**config.mk**
```make
export PLATFORM = sky130hd
export DESIGN_NAME = ffha_ctrl
export DESIGN_NICKNAME = d
export VERILOG_FILES = /design/src/rtl/core/ffha_pkg.sv /design/src/rtl/core/ffha_ctrl.sv
export SDC_FILE = /design/constraint.sdc
export NUM_CORES = 1
export LEC_CHECK = 0
export BUFFER_PORTS_ARGS = -buffer_cell sky130_fd_sc_hd__buf_2
export CAP_MARGIN = 20
export CORE_MARGIN = 2
export CORE_UTILIZATION = 50
export DETAILED_ROUTE_END_ITERATION = 10
export PLACE_DENSITY_LB_ADDON = 0.15
export RECOVER_POWER = 50
export SLEW_MARGIN = 0
export SYNTH_ARGS = -nofsm -noshare
export SYNTH_HDL_FRONTEND = slang
export SYNTH_SLANG_ARGS = --single-unit
```
**constraint.sdc**
```tcl
create_clock -name clk -period 6.4 [get_ports clk]
set_clock_uncertainty 0.1 [all_clocks]
set_input_delay 1.28 -clock clk [delete_from_list [all_inputs] [get_ports clk]]
set_output_delay 1.28 -clock clk [all_outputs]
set_load 0.02 [all_outputs]
```
**src/rtl/core/ffha_pkg.sv**
```systemverilog
// ----------------------------------------------------------------------------
// ffha_pkg
// Constants, types and status codes shared by the heap allocator modules.
// ----------------------------------------------------------------------------
`default_nettype none
package ffha_pkg;

  localparam int ArenaBytes  = 4096;
  localparam int HeaderBytes = 24;
  localparam int AlignBytes  = 8;
  localparam int Units       = ArenaBytes / AlignBytes;   // 512
  localparam int HdrUnits    = HeaderBytes / AlignBytes;  // 3
  localparam int UNIT_W      = 9;   // index of one unit
  localparam int CUR_W       = 10;  // unit position incl. arena end
  localparam int NEED_W      = 10;  // padded request in units

  localparam logic [2:0] ST_OK         = 3'd0;
  localparam logic [2:0] ST_ZERO_SIZE  = 3'd1;
  localparam logic [2:0] ST_NO_MEM     = 3'd2;
  localparam logic [2:0] ST_NULL_PTR   = 3'd3;
  localparam logic [2:0] ST_BAD_PTR    = 3'd4;
  localparam logic [2:0] ST_DOUBLE     = 3'd5;

  localparam logic CMD_ALLOC = 1'b0;
  localparam logic CMD_FREE  = 1'b1;

  // one chunk header: payload size held in units
  typedef struct packed {
    logic              hdr;
    logic              free;
    logic [UNIT_W-1:0] size;
  } entry_t;

  typedef struct packed {
    logic              we;
    logic [UNIT_W-1:0] waddr;
    entry_t            wdata;
    logic [UNIT_W-1:0] raddr;
  } mem_req_t;

endpackage
`default_nettype wire

```
**src/rtl/core/ffha_ctrl.sv**
```systemverilog
// ----------------------------------------------------------------------------
// ffha_ctrl
// Chain walker: read a header, check, write back split or merged headers.
// ----------------------------------------------------------------------------
`default_nettype none
module ffha_ctrl
  import ffha_pkg::*;
(
  input  wire logic        clk,
  input  wire logic        rst,
  input  wire logic        in_valid,
  output logic             in_ready,
  input  wire logic        cmd,
  input  wire logic [11:0] req_size,
  input  wire logic        null_pointer,
  input  wire logic [11:0] free_offset,
  input  wire logic        slot_free,
  output logic             res_valid,
  output logic [2:0]       res_status,
  output logic [11:0]      res_offset,
  output mem_req_t         mreq,
  input  wire entry_t      rdata
);

  localparam logic [3:0] S_INIT = 4'd0;
  localparam logic [3:0] S_IDLE = 4'd1;
  localparam logic [3:0] S_AREQ = 4'd2;
  localparam logic [3:0] S_ACHK = 4'd3;
  localparam logic [3:0] S_AWR  = 4'd4;
  localparam logic [3:0] S_FREQ = 4'd5;
  localparam logic [3:0] S_FCHK = 4'd6;
  localparam logic [3:0] S_NREQ = 4'd7;
  localparam logic [3:0] S_NCHK = 4'd8;
  localparam logic [3:0] S_RESP = 4'd9;

  logic [3:0]        state, state_next;
  logic [CUR_W-1:0]  cur, cur_next;
  logic [NEED_W-1:0] need, need_next;
  logic [UNIT_W-1:0] target, target_next;
  logic              has_prev, has_prev_next;
  logic              prev_free, prev_free_next;
  logic [UNIT_W-1:0] prev_u, prev_u_next;
  logic [UNIT_W-1:0] prev_pay, prev_pay_next;
  logic [UNIT_W-1:0] cur_pay, cur_pay_next;
  logic [2:0]        status, status_next;
  logic [11:0]       offset, offset_next;

  logic [12:0]       pad_sum;
  logic [CUR_W-1:0]  walk_next;
  logic [UNIT_W-1:0] cpay;
  logic              nx_free;
  logic [UNIT_W-1:0] nx_pay;
  logic              take_prev;
  logic [CUR_W+1:0]  merged;

  assign pad_sum   = 13'(req_size) + 13'(HeaderBytes + AlignBytes - 1);
  assign walk_next = cur + CUR_W'(HdrUnits) + CUR_W'(rdata.size);
  assign take_prev = has_prev && prev_free;

  // merged payload of the freed chunk and its free neighbours
  always_comb begin
    merged = (CUR_W+2)'(cpay);
    if (take_prev) begin
      merged = merged + (CUR_W+2)'(prev_pay) + (CUR_W+2)'(HdrUnits);
    end
    if (nx_free) begin
      merged = merged + (CUR_W+2)'(nx_pay) + (CUR_W+2)'(HdrUnits);
    end
  end

  always_comb begin
    state_next     = state;
    cur_next       = cur;
    need_next      = need;
    target_next    = target;
    has_prev_next  = has_prev;
    prev_free_next = prev_free;
    prev_u_next    = prev_u;
    prev_pay_next  = prev_pay;
    cur_pay_next   = cur_pay;
    status_next    = status;
    offset_next    = offset;
    mreq           = '0;
    mreq.raddr     = cur[UNIT_W-1:0];
    cpay           = cur_pay;
    nx_free        = 1'b0;
    nx_pay         = rdata.size;
    in_ready       = 1'b0;
    res_valid      = 1'b0;

    unique case (state)
      S_INIT: begin
        mreq.we    = 1'b1;
        mreq.waddr = '0;
        mreq.wdata = '{hdr: 1'b1, free: 1'b1, size: UNIT_W'(Units - HdrUnits)};
        state_next = S_IDLE;
      end
      S_IDLE: begin
        in_ready = 1'b1;
        if (in_valid) begin
          cur_next      = '0;
          has_prev_next = 1'b0;
          offset_next   = '0;
          status_next   = ST_OK;
          need_next     = NEED_W'((pad_sum >> 3) - 13'(HdrUnits));
          target_next   = UNIT_W'((free_offset >> 3) - 12'(HdrUnits));
          if (cmd == CMD_ALLOC) begin
            if (req_size == '0) begin
              status_next = ST_ZERO_SIZE;
              state_next  = S_RESP;
            end else begin
              state_next = S_AREQ;
            end
          end else if (null_pointer) begin
            status_next = ST_NULL_PTR;
            state_next  = S_RESP;
          end else if (free_offset < 12'(HeaderBytes) || free_offset[2:0] != 3'd0) begin
            // below the first payload or off the unit grid: matches no chunk
            status_next = ST_BAD_PTR;
            state_next  = S_RESP;
          end else begin
            state_next = S_FREQ;
          end
        end
      end
      S_AREQ: state_next = S_ACHK;
      S_ACHK: begin
        if (rdata.free && NEED_W'(rdata.size) >= need) begin
          offset_next = {UNIT_W'(cur + CUR_W'(HdrUnits)), 3'b000};
          if (NEED_W'(rdata.size) >= need + NEED_W'(HdrUnits + 1)) begin
            // split: new free header right after the granted payload
            mreq.we         = 1'b1;
            mreq.waddr      = UNIT_W'(cur + CUR_W'(HdrUnits) + need);
            mreq.wdata.hdr  = 1'b1;
            mreq.wdata.free = 1'b1;
            mreq.wdata.size = UNIT_W'(NEED_W'(rdata.size) - need - NEED_W'(HdrUnits));
            state_next      = S_AWR;
          end else begin
            mreq.we         = 1'b1;
            mreq.waddr      = cur[UNIT_W-1:0];
            mreq.wdata.hdr  = 1'b1;
            mreq.wdata.free = 1'b0;
            mreq.wdata.size = rdata.size;
            state_next      = S_RESP;
          end
        end else if (walk_next >= CUR_W'(Units)) begin
          status_next = ST_NO_MEM;
          state_next  = S_RESP;
        end else begin
          cur_next   = walk_next;
          state_next = S_AREQ;
        end
      end
      S_AWR: begin
        mreq.we         = 1'b1;
        mreq.waddr      = cur[UNIT_W-1:0];
        mreq.wdata.hdr  = 1'b1;
        mreq.wdata.free = 1'b0;
        mreq.wdata.size = need[UNIT_W-1:0];
        state_next      = S_RESP;
      end
      S_FREQ: state_next = S_FCHK;
      S_FCHK: begin
        cpay = rdata.size;
        if (cur[UNIT_W-1:0] == target) begin
          if (rdata.free) begin
            status_next = ST_DOUBLE;
            state_next  = S_RESP;
          end else if (walk_next >= CUR_W'(Units)) begin
            // last chunk: only a backward merge is possible
            mreq.we         = 1'b1;
            mreq.waddr      = take_prev ? prev_u : cur[UNIT_W-1:0];
            mreq.wdata.hdr  = 1'b1;
            mreq.wdata.free = 1'b1;
            mreq.wdata.size = merged[UNIT_W-1:0];
            state_next      = S_RESP;
          end else begin
            cur_pay_next = rdata.size;
            cur_next     = walk_next;
            state_next   = S_NREQ;
          end
        end else if (walk_next >= CUR_W'(Units)) begin
          status_next = ST_BAD_PTR;
          state_next  = S_RESP;
        end else begin
          has_prev_next  = 1'b1;
          prev_free_next = rdata.free;
          prev_u_next    = cur[UNIT_W-1:0];
          prev_pay_next  = rdata.size;
          cur_next       = walk_next;
          state_next     = S_FREQ;
        end
      end
      S_NREQ: state_next = S_NCHK;
      S_NCHK: begin
        nx_free         = rdata.free;
        mreq.we         = 1'b1;
        mreq.waddr      = take_prev ? prev_u : target;
        mreq.wdata.hdr  = 1'b1;
        mreq.wdata.free = 1'b1;
        mreq.wdata.size = merged[UNIT_W-1:0];
        state_next      = S_RESP;
      end
      S_RESP: begin
        if (slot_free) begin
          res_valid  = 1'b1;
          state_next = S_IDLE;
        end
      end
      default: state_next = S_INIT;
    endcase
  end

  assign res_status = status;
  assign res_offset = offset;

  always_ff @(posedge clk) begin
    if (rst) begin
      state <= S_INIT;
    end else begin
      state <= state_next;
    end
    cur       <= cur_next;
    need      <= need_next;
    target    <= target_next;
    has_prev  <= has_prev_next;
    prev_free <= prev_free_next;
    prev_u    <= prev_u_next;
    prev_pay  <= prev_pay_next;
    cur_pay   <= cur_pay_next;
    status    <= status_next;
    offset    <= offset_next;
  end

endmodule
`default_nettype wire

```
==> flow_summary.json <==
{
  "status": "completed",
  "r2r_cells": 16,
  "synthArstFlopShare_pct": 0,
  "power.density_nw_per_um2": 201,
  "cts_tree": "yes",
  "ys_top_cells_by_area": "edfxtp_1 (30%), ha_1 (15%), xnor2_1 (5.7%)",
  "grt_pass1_wl_um": 29600,
  "grt_max_degree": 21,
  "cp_max_fo": 4,
  "slowest_delay_ns": 0.37,
  "fin_ws_ns": 0.0212,
  "max_freq_mhz": 157,
  "clock_path_buffers": 2,
  "root_buffer": "clkbuf_16",
  "wl_per_cell_um": 18.8,
  "num-nets-final": 971,
  "synth_edf_count": 70,
  "synth-warning-count": 0,
  "htreeDepth": 3,
  "r2r_slack_ns": 1.72,
  "vias_per_cell": 5.80,
  "synthMostInstantiatedCell": "ha_1",
  "die-area_um2": 14900,
  "fillers": 1237,
  "hold_end": "state[0]$_SDFFE_PP0P_",
  "reg2reg_to": "has_prev$_DFFE_PP_",
  "dieWidth_um": 122,
  "preCtsSetupSlack_ns": -0.243,
  "ios": 88,
  "hold_path_class": "register to register",
  "rsz0062_at_grt": "true",
  "min_delay_path_depth": 2,
  "ys_seq_elements": 74,
  "crit_type": "input pin to primary output",
  "drc": 0,
  "hold_buffers": 0,
  "max_cap_violations": 0,
  "drive_gt1_share_pct": 23.7,
  "portBuffers": 83,
  "power_mw": 1.65,
  "crit_arrival_ns": 5.00,
  "syn2layout_area_growth_pct": 17.8,
  "initial_core_util_pct": 50.8,
  "timing.slew.headroom_pct": 30.6,
  "period_needed_ns": 6.38,
  "crit_slowest_cell": "or3_4",
  "insertion_delay_ns": 0.35,
  "place.gp.congestion": 0.920,
  "worstHoldStart": "state[3]$_SDFFE_PP0P_",
  "core.rowCount": 43,
  "clock-sinks": 74,
  "fp.coreArea_um2": 13700,
  "yosysUniqueCellTypes": 81,
  "vdd_ir_drop_max_mv": 0.134,
  "hold_viol": 0,
  "dr.pass1.iters": 4,
  "p_leak_nw": 3.53,
  "synth_ff_type": "edfxtp_1",
  "cp-start-kind": "input pin",
  "dp.cells": 1008,
  "grt_pass1_vias": 5648,
  "synth.largest_area_cell": "edfxtp_1",
  "hpwl_um": 15000,
  "drt_iter0_markers": 476,
  "r2r-start": "cur[0]$_SDFFCE_PN0P_",
  "diodes": 0,
  "wirelength_um": 19300,
  "numCtsBuffers": 9,
  "instances_no_fill": 1028,
  "synth_area_um2": 6960,
  "path_cells": "buf_6 > mux2i_4 > ha_1 > inv_1 > ha_2 > inv_2 > fa_2 > buf_6 > xor2_2 > a21oi_1 > buf_4 > ha_4 > ha_4 > a211oi_2 > o21bai_1 > or3_4 > a31oi_4 > xnor2_2 > or3_1 > nand4_1 > buf_4",
  "setup_viol": 0,
  "grt_remaining_overflow": 0,
  "worst_pin_slew_ns": 1.04,
  "syn_inst": 741,
  "drv_slew": 0,
  "clk_pin_slew_worst_paths_ns": 0.06,
  "syn_avg_cell_area_um2": 9.40,
  "synth_seq_area_share_pct": 31.3,
  "whs_ns": 0.543,
  "critPathTopFamily": "adder cells",
  "ant_nets": 0,
  "cp-end-kind": "primary output",
  "yosys-top-cells-count": "ha_1 (82), edfxtp_1 (70), a21oi_1 (57), inv_1 (57), nand2_1 (52)",
  "crit_buf_inv": 6,
  "cp.required_ns": 5.02,
  "timing.final.crit_share_pct": 99.7,
  "grtUsageTotal_pct": 26.4,
  "antenna_found_initial": 0,
  "vias": 5965,
  "synth.top_cell.area_share_pct": 30.2,
  "fp.dieH_um": 122
}
## worst max-delay path by stage
stage | startpoint | end | slack, ns | depth (start not counted)
after floorplan | rdata[2] | mreq[17] | 0.35 | 15
after global placement | rdata[2] | mreq[17] | -0.23 | 19
after detailed placement | rdata[2] | mreq[17] | -0.24 | 19
after CTS | rdata[3] | mreq[17] | 0.02 | 21
after global routing | rdata[1] | mreq[17] | -0.10 | 21
final | rdata[1] | mreq[17] | 0.02 | 21
## kinds of logic after synthesis
family	share of synthesized area, %
AND/OR/NAND/NOR	15.4
other	0.0538
adder cells (fa/ha/maj)	16.2
flip-flops	31.3
AO/OA/AOI/OAI	17.4
multiplexers	2.71
buffers and inverters	7.47
XOR/XNOR	9.41
## power breakdown
group | total [mW] | internal, mW | switching, mW
logic | 0.559 | 0.227 | 0.332
clock network | 0.503 | 0.300 | 0.203
registers | 0.591 | 0.560 | 0.0302
## per-layer routing
metal	GRT usage [%]	up-vias	part of all wire, %	routed length (um)
met5	0	-	0	0
met3	3.79	35	5.3	1030
met2	41.2	193	46	8800
met4	10.1	0	2.4	471
met1	37.2	2846	47	9020
li1	-	2891	-	-
## layout by cell type, fill, tap and decap left out, drive strengths merged, types with 8 or more instances in the layout
master	count
nor3	18
o221ai	8
a21o	10
mux2i	11
xnor2	45
a211oi	10
xor2	29
nor2	54
ha	82
nand3	13
nor2b	10
a21oi	58
a221o	10
o21ai	29
clkbuf	16
buf	118
inv	63
nand2	54
edfxtp	70
and3	18
## tightest hold or removal path: stages (launching register included)
cell and delay [ns]:
dfxtp_1 0.33, buf_4 0.17, a221oi_1 0.09
## registers in the layout, indices dropped and copies added (netlist names)
| register | flops |
|---|---|
| has_prev | 1 |
| res_status | 3 |
| cur | 10 |
| prev_pay | 9 |
| need | 10 |
| res_offset | 9 |
| state | 4 |
| prev_free | 1 |
| cur_pay | 9 |
| target | 9 |
| prev_u | 9 |
## per-stage QoR
stage / setup TNS [ns] / util, % / instance area (um2)
after floorplan: 0 / - / 6970
after global placement: -0.334 / 55.6 / 7620
after detailed placement: -0.345 / 55.6 / 7620
after CTS: 0 / 58.2 / 7980
after global routing: -0.123 / 59.8 / 8200
final: 0 / 59.8 / 8200
## what timing repair did
item / CTS / global route
setup endpoints to repair: 2 / 3
cloned: 0 / 0
resized for setup: 14 / 33
pin swaps: 6 / 24
buffers inserted: 0 / 4
hold endpoints to repair: 0 / 0
## final cells by class
type | count | area, um2 | area share, %
timing repair buffer | 125 | 731 | 8.91
inverter | 62 | 240 | 2.93
sequential | 74 | 2180 | 26.6
clock buffer | 9 | 225 | 2.75
clock inverter | 7 | 67.6 | 0.824
multi-input combinational | 571 | 4530 | 55.3
tap | 180 | 225 | 2.75
No activity file was read; power rests on OpenSTA's default activity.
